File: config.mk
export PLATFORM = sky130hd
export DESIGN_NAME = ntp_fixed_double_convert_flat
export DESIGN_NICKNAME = d
export VERILOG_FILES = /design/src/rtl/nfdc_pkg.sv /design/src/rtl/nfdc_if.sv /design/src/rtl/nfdc_to_dbl.sv /design/src/rtl/nfdc_to_fix.sv /design/src/rtl/ntp_fixed_double_convert.sv /design/src/flat_wrapper.sv
export SDC_FILE = /design/constraint.sdc
export NUM_CORES = 1
export LEC_CHECK = 0
export BUFFER_PORTS_ARGS = -buffer_cell sky130_fd_sc_hd__buf_2
export CELL_PAD_IN_SITES_DETAIL_PLACEMENT = 2
export CELL_PAD_IN_SITES_GLOBAL_PLACEMENT = 2
export CORE_MARGIN = 2
export CORE_UTILIZATION = 25
export CTS_BUF_LIST = sky130_fd_sc_hd__clkbuf_2 sky130_fd_sc_hd__clkbuf_4 sky130_fd_sc_hd__clkbuf_8
export DETAILED_ROUTE_END_ITERATION = 8
export PLACE_DENSITY_LB_ADDON = 0.1
export SYNTH_ARGS = -nofsm -noshare
export SYNTH_HDL_FRONTEND = slang
export SYNTH_HIERARCHICAL = 1
export SYNTH_SLANG_ARGS = --single-unit
File: constraint.sdc
create_clock -name i_clk -period 8.3 [get_ports i_clk]
set_input_delay 1.245 -clock i_clk [delete_from_list [all_inputs] [get_ports i_clk]]
set_output_delay 1.245 -clock i_clk [all_outputs]
set_load 0.005 [all_outputs]
File: src/rtl/nfdc_pkg.sv
// Package for the NTP fixed-point / binary64 converter.
// Holds operation codes and the result payload type; no dependencies.
`timescale 1ns / 1ps
package nfdc_pkg;
    typedef enum logic [1:0] {
        OP_LONG_TO_DBL  = 2'd0,
        OP_SHORT_TO_DBL = 2'd1,
        OP_DBL_TO_LONG  = 2'd2,
        OP_DBL_TO_SHORT = 2'd3
    } t_op;

    localparam int unsigned EXP_BIAS = 1023;

    typedef struct packed {
        logic [63:0] double_result;
        logic [63:0] fixed_result;
        logic        out_of_range;
    } t_result;
endpackage

File: src/rtl/nfdc_if.sv
// Valid/ready channel interfaces for the converter.
// Depends on nothing; payloads are flat fields.
`timescale 1ns / 1ps
interface nfdc_in_if;
    logic        valid;
    logic        ready;
    logic [1:0]  operation;
    logic [63:0] fixed_word;
    logic [63:0] double_bits;
    modport source (output valid, operation, fixed_word, double_bits, input ready);
    modport sink (input valid, operation, fixed_word, double_bits, output ready);
endinterface

interface nfdc_out_if;
    logic        valid;
    logic        ready;
    logic [63:0] double_result;
    logic [63:0] fixed_result;
    logic        out_of_range;
    modport source (output valid, double_result, fixed_result, out_of_range, input ready);
    modport sink (input valid, double_result, fixed_result, out_of_range, output ready);
endinterface

File: src/rtl/nfdc_to_dbl.sv
// Fixed-point (long or short) to binary64 conversion, combinational.
// Depends on nfdc_pkg.
`timescale 1ns / 1ps
module nfdc_to_dbl
    import nfdc_pkg::*;
(
    input  logic        i_short,
    input  logic [63:0] i_word,
    output logic [63:0] o_double
);
    logic [63:0] mag;
    logic        sgn;
    logic [6:0]  lz;
    logic        found;
    logic [63:0] norm;
    logic [52:0] mant;
    logic        rnd;
    logic [53:0] mant_r;
    logic [10:0] expo;
    logic [10:0] e_base;

    always_comb begin
        sgn = 1'b0;
        if (i_short) begin
            sgn = i_word[31];
            mag = {16'd0, (sgn ? ~i_word[31:0] : i_word[31:0]), 16'd0};
        end else begin
            mag = i_word;
        end
        lz = 7'd0;
        found = 1'b0;
        for (int i = 63; i >= 0; i--) begin
            if (!found && mag[i]) begin
                found = 1'b1;
                lz = 7'(63 - i);
            end
        end
        norm = mag << lz;
        mant = norm[63:11];
        // Round to nearest even on the dropped eleven bits.
        rnd = norm[10] && ((|norm[9:0]) || norm[11]);
        mant_r = {1'b0, mant} + 54'(rnd);
        // Value = norm * 2^(31 - lz); exponent field = 1023 + 31 - lz.
        e_base = 11'(EXP_BIAS + 31) - 11'(lz);
        if (mant_r[53]) begin
            expo = e_base + 11'd1;
        end else begin
            expo = e_base;
        end
        if (!found) begin
            o_double = {sgn, 63'd0};
        end else begin
            o_double = {sgn, expo, (mant_r[53] ? 52'd0 : mant_r[51:0])};
        end
    end
endmodule

File: src/rtl/nfdc_to_fix.sv
// Binary64 to fixed-point (long or short) conversion with truncation and saturation; NaN and out-of-range set o_flag.
// Depends on nfdc_pkg.
`timescale 1ns / 1ps
module nfdc_to_fix
    import nfdc_pkg::*;
(
    input  logic        i_short,
    input  logic [63:0] i_double,
    output logic [63:0] o_fixed,
    output logic        o_flag
);
    logic        sgn;
    logic [10:0] ex;
    logic [51:0] fr;
    logic        is_nan;
    logic        neg;
    logic [52:0] sig;
    logic [11:0] lim;
    logic [116:0] wide;
    logic [63:0] mag;
    logic [12:0] sh;

    always_comb begin
        sgn = i_double[63];
        ex = i_double[62:52];
        fr = i_double[51:0];
        is_nan = (&ex) && (|fr);
        neg = sgn && ((|ex) || (|fr));
        sig = {(|ex), fr};
        lim = i_short ? 12'(EXP_BIAS + 16) : 12'(EXP_BIAS + 32);
        // mag (as 32.32) = sig * 2^(e - 1075 + 32); shift sig left by e - 990
        // and keep bits 116..53, so the kept word is sig * 2^(e - 1043).
        wide = '0;
        mag = '0;
        sh = 13'd0;
        if ({1'b0, ex} >= 12'(EXP_BIAS - 33)) begin
            sh = 13'({2'b0, ex} - 13'(EXP_BIAS - 33));
            wide = {64'd0, sig} << sh;
            mag = wide[116:53];
        end
        o_flag = 1'b0;
        o_fixed = '0;
        if (is_nan) begin
            o_flag = 1'b1;
        end else if ({1'b0, ex} >= lim) begin
            o_flag = 1'b1;
            o_fixed = i_short ? 64'h0000_0000_FFFF_FFFF : '1;
        end else if (i_short) begin
            o_fixed = {32'd0, (neg ? ~mag[47:16] : mag[47:16])};
        end else begin
            o_fixed = neg ? ~mag : mag;
        end
    end
endmodule

File: src/rtl/ntp_fixed_double_convert.sv
// NTP fixed-point / IEEE-754 binary64 converter, top level.
// An accepted item goes to the input register, then its result to the result register.
// Throughput: one item per cycle unless the output stalls; an input register and a result
// register frame one stage of conversion logic, and an empty input register still accepts.
// Reset: synchronous active-low i_rst_n clears both valid flags only.
// Depends on nfdc_pkg, nfdc_if, nfdc_to_dbl and nfdc_to_fix.
`timescale 1ns / 1ps
module ntp_fixed_double_convert
    import nfdc_pkg::*;
(
    input  logic  i_clk,
    input  logic  i_rst_n,
    nfdc_in_if.sink    i_in,
    nfdc_out_if.source o_out
);
    // Stage one holds the accepted item; stage two holds its result.
    logic        r_in_vld;
    t_op         r_op;
    logic [63:0] r_fw;
    logic [63:0] r_db;
    logic        r_out_vld;
    t_result     r_res;
    t_result     n_res;
    logic [63:0] dbl_c;
    logic [63:0] fix_c;
    logic        flag_c;
    logic        adv;

    // The pipe moves whenever the result slot is empty or being drained.
    assign adv = !r_out_vld || o_out.ready;
    assign i_in.ready = adv || !r_in_vld;

    nfdc_to_dbl u_to_dbl (
        .i_short  (r_op == OP_SHORT_TO_DBL),
        .i_word   (r_fw),
        .o_double (dbl_c)
    );

    nfdc_to_fix u_to_fix (
        .i_short  (r_op == OP_DBL_TO_SHORT),
        .i_double (r_db),
        .o_fixed  (fix_c),
        .o_flag   (flag_c)
    );

    // Only the converter selected by the operation contributes to the result.
    always_comb begin
        n_res = '0;
        case (r_op)
            OP_LONG_TO_DBL, OP_SHORT_TO_DBL: begin
                n_res.double_result = dbl_c;
            end
            OP_DBL_TO_LONG, OP_DBL_TO_SHORT: begin
                n_res.fixed_result = fix_c;
                n_res.out_of_range = flag_c;
            end
            default: begin
                n_res = '0;
            end
        endcase
    end

    always_ff @(posedge i_clk) begin
        if (!i_rst_n) begin
            r_in_vld  <= 1'b0;
            r_out_vld <= 1'b0;
        end else begin
            if (i_in.ready) begin
                r_in_vld <= i_in.valid;
            end
            if (adv) begin
                r_out_vld <= r_in_vld;
            end
        end
        if (i_in.valid && i_in.ready) begin
            r_op <= t_op'(i_in.operation);
            r_fw <= i_in.fixed_word;
            r_db <= i_in.double_bits;
        end
        if (adv && r_in_vld) begin
            r_res <= n_res;
        end
    end

    assign o_out.valid         = r_out_vld;
    assign o_out.double_result = r_res.double_result;
    assign o_out.fixed_result  = r_res.fixed_result;
    assign o_out.out_of_range  = r_res.out_of_range;

    // A stalled result must not change underneath the consumer.
    a_hold: assert property (@(posedge i_clk) disable iff (!i_rst_n)
        (r_out_vld && !o_out.ready) |=> (r_out_vld && $stable(r_res)))
        else $error("result changed while stalled");

    // The flag is only raised by the double-to-fixed operations.
    a_flag_op: assert property (@(posedge i_clk) disable iff (!i_rst_n)
        (r_out_vld && r_res.out_of_range) |-> (r_res.double_result == 64'd0))
        else $error("flag raised on a fixed-to-double item");

    // An item waiting in stage one is never dropped by a stall.
    a_no_drop: assert property (@(posedge i_clk) disable iff (!i_rst_n)
        (r_in_vld && !adv) |=> r_in_vld)
        else $error("staged item lost");
endmodule
File: src/flat_wrapper.sv
// flat-port wrapper written by rule: the top's interface ports become plain ports
module ntp_fixed_double_convert_flat import nfdc_pkg::*;
  (i_clk, i_rst_n, i_in_valid, i_in_operation, i_in_fixed_word, i_in_double_bits, i_in_ready, o_out_valid, o_out_double_result, o_out_fixed_result, o_out_out_of_range, o_out_ready);
  nfdc_in_if i_in_i ();
  nfdc_out_if o_out_i ();
  input  logic i_clk;
  input  logic i_rst_n;
  input wire logic [$bits(i_in_i.valid)-1:0] i_in_valid;
  input wire logic [$bits(i_in_i.operation)-1:0] i_in_operation;
  input wire logic [$bits(i_in_i.fixed_word)-1:0] i_in_fixed_word;
  input wire logic [$bits(i_in_i.double_bits)-1:0] i_in_double_bits;
  output wire logic [$bits(i_in_i.ready)-1:0] i_in_ready;
  output wire logic [$bits(o_out_i.valid)-1:0] o_out_valid;
  output wire logic [$bits(o_out_i.double_result)-1:0] o_out_double_result;
  output wire logic [$bits(o_out_i.fixed_result)-1:0] o_out_fixed_result;
  output wire logic [$bits(o_out_i.out_of_range)-1:0] o_out_out_of_range;
  input wire logic [$bits(o_out_i.ready)-1:0] o_out_ready;
  assign i_in_i.valid = i_in_valid;
  assign i_in_i.operation = i_in_operation;
  assign i_in_i.fixed_word = i_in_fixed_word;
  assign i_in_i.double_bits = i_in_double_bits;
  assign i_in_ready = i_in_i.ready;
  assign o_out_valid = o_out_i.valid;
  assign o_out_double_result = o_out_i.double_result;
  assign o_out_fixed_result = o_out_i.fixed_result;
  assign o_out_out_of_range = o_out_i.out_of_range;
  assign o_out_i.ready = o_out_ready;
  ntp_fixed_double_convert u_core (.i_clk(i_clk), .i_rst_n(i_rst_n), .i_in(i_in_i), .o_out(o_out_i));
endmodule
==> flow_summary.toml, run 1 <==
[synthesis]
yosysTopAreaCellShare_pct = 28.69
ys_async_sr_fraction_pct = 0
ys_ff_latch = 261
synth_warnings = 6
synth.area.top_cells = "edfxtp_1, mux4_2, mux2i_1"
synth_flop_cell = "edfxtp_1"
synth_edf_count = 259
syn_inst = 3084
synth_area_leader_cell = "edfxtp_1"
ys_types = 126
syn-num-nets = 3222
synth_area_um2 = 27110
seq_area_frac_synth_pct = 28.84
avgSynthCellArea_um2 = 8.790

[placed_design]
gp_congestion = 0.9179
pre_cts_ws_ns = 0.07343
post-place-cells = 4636
dp_hpwl_um = 127300
io_buffers = 264

[final_layout]
final_common_cell = "nor2_1"
layout.nets = 3421
finalNonFillerCells = 4714
drive_gt1_share_pct = 22.42
layout_common_cells = "nor2_1, buf_2, edfxtp_1"
post-route-util_pct = 28.83
syn2layout_area_growth_pct = 14.19

[clock_tree]
clk_latency_ns = 0.73
cts_made_buffers = 48
cts_hold_buf = 0
cts_setup_buffers = 0
cts_tree = "built"
cts_max_level = 2
cts_max_path_buffers = 3
cts.sinks = 261
clk_pin_slew_ns = 0.06
cts_root_buf = "clkbuf_8"

[power]
p_per_area_nw_per_um2 = 160.4
peakVddDrop_uv = 100.0
p_leak_nw = 10.78

[sta]
tightest_slew_ns = 1.187
setup_violations = 0
relSlewSlack_pct = 20.27
skew_ns = 0.04653
max_freq_mhz = 124.7
rsz0062_at_grt = "no"
min_period_ns = 8.022
hold_viol_final = 0
setup_tns_ns = 0
fin_crit_sh_pct = 96.66
maxSlewViolCount = 0
fin_ws_ns = 0.2776

[drt]
drt-wirelength-per-cell_um = 34.47
drc = 0
dr.first_iter.drc_count = 1834
drt-vias-per-instance = 5.992
ant_nets = 0
via_count = 28250
finalWirelength_um = 162500
drt_pass1_iterations = 5

[critical_path]
critPathRequiredTime_ns = 8.72
critPathMaxFanout = 70
start_kind = "register"
critPathKind = "register to register"
crit_arrival_ns = 8.44
end_kind = "register"

[global_routing]
grt_max_degree = 77
grt_pass1_wl_um = 232000
grt_usage_pct = 28.59
grt_overflow_total = 0
grt_pass1_vias = 30540
antenna_found_initial = 5

[job]
max_cap_violations = 0

[floorplanning]
io_pins = 265
die_h_um = 333.3
row_count = 120
dieArea_um2 = 111100
start_util_pct = 25.25
core_um2 = 107400
die_x_um = 333.3

[status]
outcome = "completed"

[hold_path]
hp-class = "register to register"
cells in the mapped netlist (all sizes together), types with 15 or more instances:
cell,n
a22oi,53
o21ai,152
nand3,111
nor3,137
or4,15
nand2b,18
and4,15
mux2,56
xor2,24
mux4,71
a21oi,167
o211ai,47
a211oi,58
o21a,22
buf,177
nor2b,89
nand2,259
and3,27
edfxtp,259
nand4,34
a31oi,65
a21o,23
o22ai,51
nor2,283
o32ai,23
xnor2,76
inv,24
nor4,60
o31ai,26
nor3b,16
or3,23
mux2i,151
o221ai,17
a22o,15
clkbuf,93
and2,86
a2bb2oi,19
cell type report:
cell class / count / area [µm²]
tap: 1403 / 1755
inverter: 28 / 106.4
timing repair buffer: 419 / 2560
fill: 12130 / 76400
multi-input combinational: 2525 / 17820
antenna: 2 / 5.005
clock inverter: 10 / 87.58
clock buffer: 66 / 802.0
sequential: 261 / 7818
worst paths after layout:
kind | endpoint | startpoint | cells past startpoint | slack [ns]
min | u_core/r_in_vld$_SDFFE_PN0P_ | u_core/o_out.valid$_SDFFE_PN0P_ | 2 | 0.55
max | u_core/o_out.double_result[48]$_SDFFCE_PN0P_ | u_core/r_op[1]$_DFFE_PP_ | 22 | 0.28
max reg2reg | u_core/o_out.double_result[48]$_SDFFCE_PN0P_ | u_core/r_op[1]$_DFFE_PP_ | 22 | 0.28
min reg2reg | u_core/r_in_vld$_SDFFE_PN0P_ | u_core/o_out.valid$_SDFFE_PN0P_ | 2 | 0.55
power breakdown:
group | internal, mW | switching, mW
registers | 1.55 | 0.0948
clock network | 0.648 | 0.587
logic | 0.682 | 1.40
layer usage:
layer | up-vias | GRT usage (%) | routed length (µm)
li1 | 12430 | - | -
met1 | 14790 | 32.46 | 64020
met2 | 765 | 53.58 | 85170
met3 | 264 | 2.704 | 5115
met4 | 0 | 13.21 | 8182
met5 | - | 0 | 0
flip-flops by register name (all words and copies together) (netlist names):
name	count
u_core/o_out.fixed_result	64
u_core/r_db	64
u_core/o_out.valid	1
u_core/o_out.double_result	64
u_core/r_in_vld	1
u_core/r_fw	64
u_core/o_out.out_of_range	1
u_core/r_op	2
kinds of logic after synthesis:
kind of cell	Yosys count	share of synthesized area (%)
muxes	278	13.83
DFF	261	28.84
buffers and inverters	298	6.139
and+or+nand+nor	1216	23.09
adders and majority gates	4	0.1846
AOI/OAI and AO/OA	927	24.59
xor gates and xnor gates	100	3.328
stage by stage:
stage | hold slack, ns | cell area [µm²] | total power [mW]
finish | 0.5484 | 30950 | 4.966
global route | 0.5971 | 30950 | 5.186
CTS | 0.5484 | 30910 | 5.018
detailed placement | 0.5340 | 30020 | 3.729
global placement | 0.5185 | 30020 | 3.722
floorplan | 0.4771 | 27110 | 2.852
worst max-delay path, stage by stage, from the launching register on:
cell	delay, ns
edfxtp_1	0.43
nor2b_4	0.35
buf_12	0.33
nor3_1	0.12
a311o_1	0.39
o211ai_1	0.46
nor2_2	0.11
buf_4	0.21
a31oi_2	0.44
and3_1	0.61
nor2_1	0.13
buf_4	0.23
and3_1	0.16
nor4_1	0.54
buf_4	0.26
o221ai_1	0.16
nor3_1	0.67
and4_1	0.43
nand4_1	0.26
or4b_4	0.72
nand2_4	0.29
o21ba_2	0.21
nor2b_1	0.12
repair_timing:
action | in CTS | in global routing
pin swaps | 0 | 1
resized for setup | 1 | 10
endpoints found under the setup margin | 1 | 40
cloned | 0 | 0
(Power assumes the default switching activity.)
==> run 2: changes to the inputs <==
--- a/config.mk
+++ b/config.mk
@@ -13,6 +13,7 @@
 export CTS_BUF_LIST = sky130_fd_sc_hd__clkbuf_2 sky130_fd_sc_hd__clkbuf_4 sky130_fd_sc_hd__clkbuf_8
 export DETAILED_ROUTE_END_ITERATION = 8
 export PLACE_DENSITY_LB_ADDON = 0.1
+export RECOVER_POWER = 50
 export SYNTH_ARGS = -nofsm -noshare
 export SYNTH_HDL_FRONTEND = slang
 export SYNTH_HIERARCHICAL = 1
==> constraint.sdc (replaced) <==
create_clock -name i_clk -period 7.1 [get_ports i_clk]
set_input_delay 1.065 -clock i_clk [delete_from_list [all_inputs] [get_ports i_clk]]
set_output_delay 1.065 -clock i_clk [all_outputs]
set_load 0.005 [all_outputs]
==> run 2 against run 1 <==
The flow now finishes with violations (max-capacitance violations, max-slew violations). Flip-flop and latch count is the same. Design area grew 4.9%. Register-to-register slack lost 0.07 ns. Cell count grew 3.9%. Sequential power grew 17%. Largest cell class unchanged. Largest power group unchanged. Highest routed layer unchanged.
==> flow_summary.toml, run 2 (synthesis results as in run 1) <==
[critical_path]
cp_cell_sequence = "nor2b_4 -> buf_12 -> buf_12 -> or4_1 -> a21bo_2 -> o211ai_1 -> buf_4 -> nor3_1 -> buf_4 -> nand2_2 -> o21a_1 -> a311oi_2 -> a21oi_1 -> buf_4 -> mux2i_1 -> mux2i_1 -> o21ai_0 -> nand3_1 -> nor3_1 -> nand4_1 -> or4b_1 -> buf_4 -> o41ai_2 -> nor2b_1"
slowest_stage = "or4b_1"
critPathKind = "register to register"
path_common_cell = "buf_4"
critPathTopFamily = "simple AND/OR/NAND/NOR gates"
max_stage_delay_ns = 0.64
end_kind = "register"
critPathRequiredTime_ns = 7.64
critPathMaxFanout = 30
critPathBufInv = 6
crit_arrival_ns = 7.43
start_kind = "register"

[sta]
maxSlewViolCount = 203
max_freq_mhz = 145.0
setup_tns_ns = 0
setup_violations = 0
timing.hold.ws_ns = 0.5073
min_period_ns = 6.895
relSlewSlack_pct = -149.6
tightest_slew_ns = 3.744
rsz0062_at_grt = "no"
skew_ns = 0.03967
fin_crit_sh_pct = 97.11
hold_viol_final = 0

[final_layout]
layout.nets = 3593
post-route-util_pct = 30.26
syn2layout_area_growth_pct = 19.81
drive_gt1_share_pct = 26.56
final_common_cell = "buf_4"
layout_common_cells = "buf_4, nor2_1, edfxtp_1"

[floorplanning]
row_count = 120
io_pins = 265
core_um2 = 107400
start_util_pct = 25.25
die_h_um = 333.3
die_x_um = 333.3
dieArea_um2 = 111100

[drt]
dr.first_iter.drc_count = 2061
drc = 0
finalWirelength_um = 162100
drt_pass1_iterations = 7
ant_nets = 0
drt-vias-per-instance = 5.944
via_count = 29120
drt-wirelength-per-cell_um = 33.09

[clock_tree]
cts_made_buffers = 51
cts_hold_buf = 0
cts_root_buf = "clkbuf_8"
cts_max_path_buffers = 3
clk_latency_ns = 0.73
cts_tree = "built"
clk_pin_slew_ns = 0.08
cts.sinks = 261
cts_max_level = 2

[status]
outcome = "finished, violations left"
violations = "max-capacitance violations, max-slew violations"

[power]
p_per_area_nw_per_um2 = 186.3
p_leak_nw = 11.67
peakVddDrop_uv = 98.65
power_mw = 6.051

[global_routing]
grt_max_degree = 131
grt_pass1_wl_um = 233200
grt_pass1_vias = 31380
antenna_found_initial = 3
grt_overflow_total = 0
grt_usage_pct = 28.50

[job]
max_cap_violations = 3

[placed_design]
io_buffers = 264
gp_congestion = 0.9535
dp_hpwl_um = 127600

[hold_path]
hp-class = "primary input to register"
[run 2: metal layers]
layer	track usage, %	vias up	share of wire, %
li1	-	12790	-
met1	33.25	15140	40
met2	51.80	892	51
met3	2.680	304	3.5
met4	14.35	0	5.6
met5	0	-	0
[run 2: what timing repair did]
action / in CTS / in global routing
resized for setup: 2 / 28
endpoints found under the setup margin: 4 / 44
buffers inserted: 0 / 6
pin swaps: 0 / 1
[run 2: area by class of cell]
class | count | area [µm²]
inverters | 28 | 106.4
multi-input cells | 2525 | 17910
repair buffers | 588 | 3889
clock buffers | 69 | 843.3
flip-flops and latches | 261 | 7818
fillers | 12140 | 74870
well taps | 1403 | 1755
diodes | 2 | 5.005
clock inverters | 23 | 148.9
[run 2: worst paths after layout]
path                              startpoint                                           end  slack, ns  depth (start not counted)
max                 u_core/r_op[0]$_DFFE_PP_  u_core/o_out.double_result[57]$_SDFFCE_PN0P_       0.21                         24
min                     i_in_double_bits[51]                     u_core/r_db[51]$_DFFE_PP_       0.51                          1
max reg2reg         u_core/r_op[0]$_DFFE_PP_  u_core/o_out.double_result[57]$_SDFFCE_PN0P_       0.21                         24
min reg2reg  u_core/o_out.valid$_SDFFE_PN0P_                  u_core/r_in_vld$_SDFFE_PN0P_       0.56                          2
[run 2: per-stage QoR]
stage,worst slack (ns),std cells,cell area [µm²]
after global routing,0.008460,4898,32480
final,0.2052,4899,32480
after global placement,0.03739,4799,31310
after floorplan,0.7151,3084,27110
after CTS,0.04090,4891,32310
after detailed placement,-0.007923,4799,31310
[run 2: power by group]
| part | total [mW] | switching [mW] | internal (mW) |
|---|---|---|---|
| clock network | 1.54 | 0.734 | 0.809 |
| registers | 1.93 | 0.109 | 1.82 |
| logic | 2.58 | 1.66 | 0.914 |
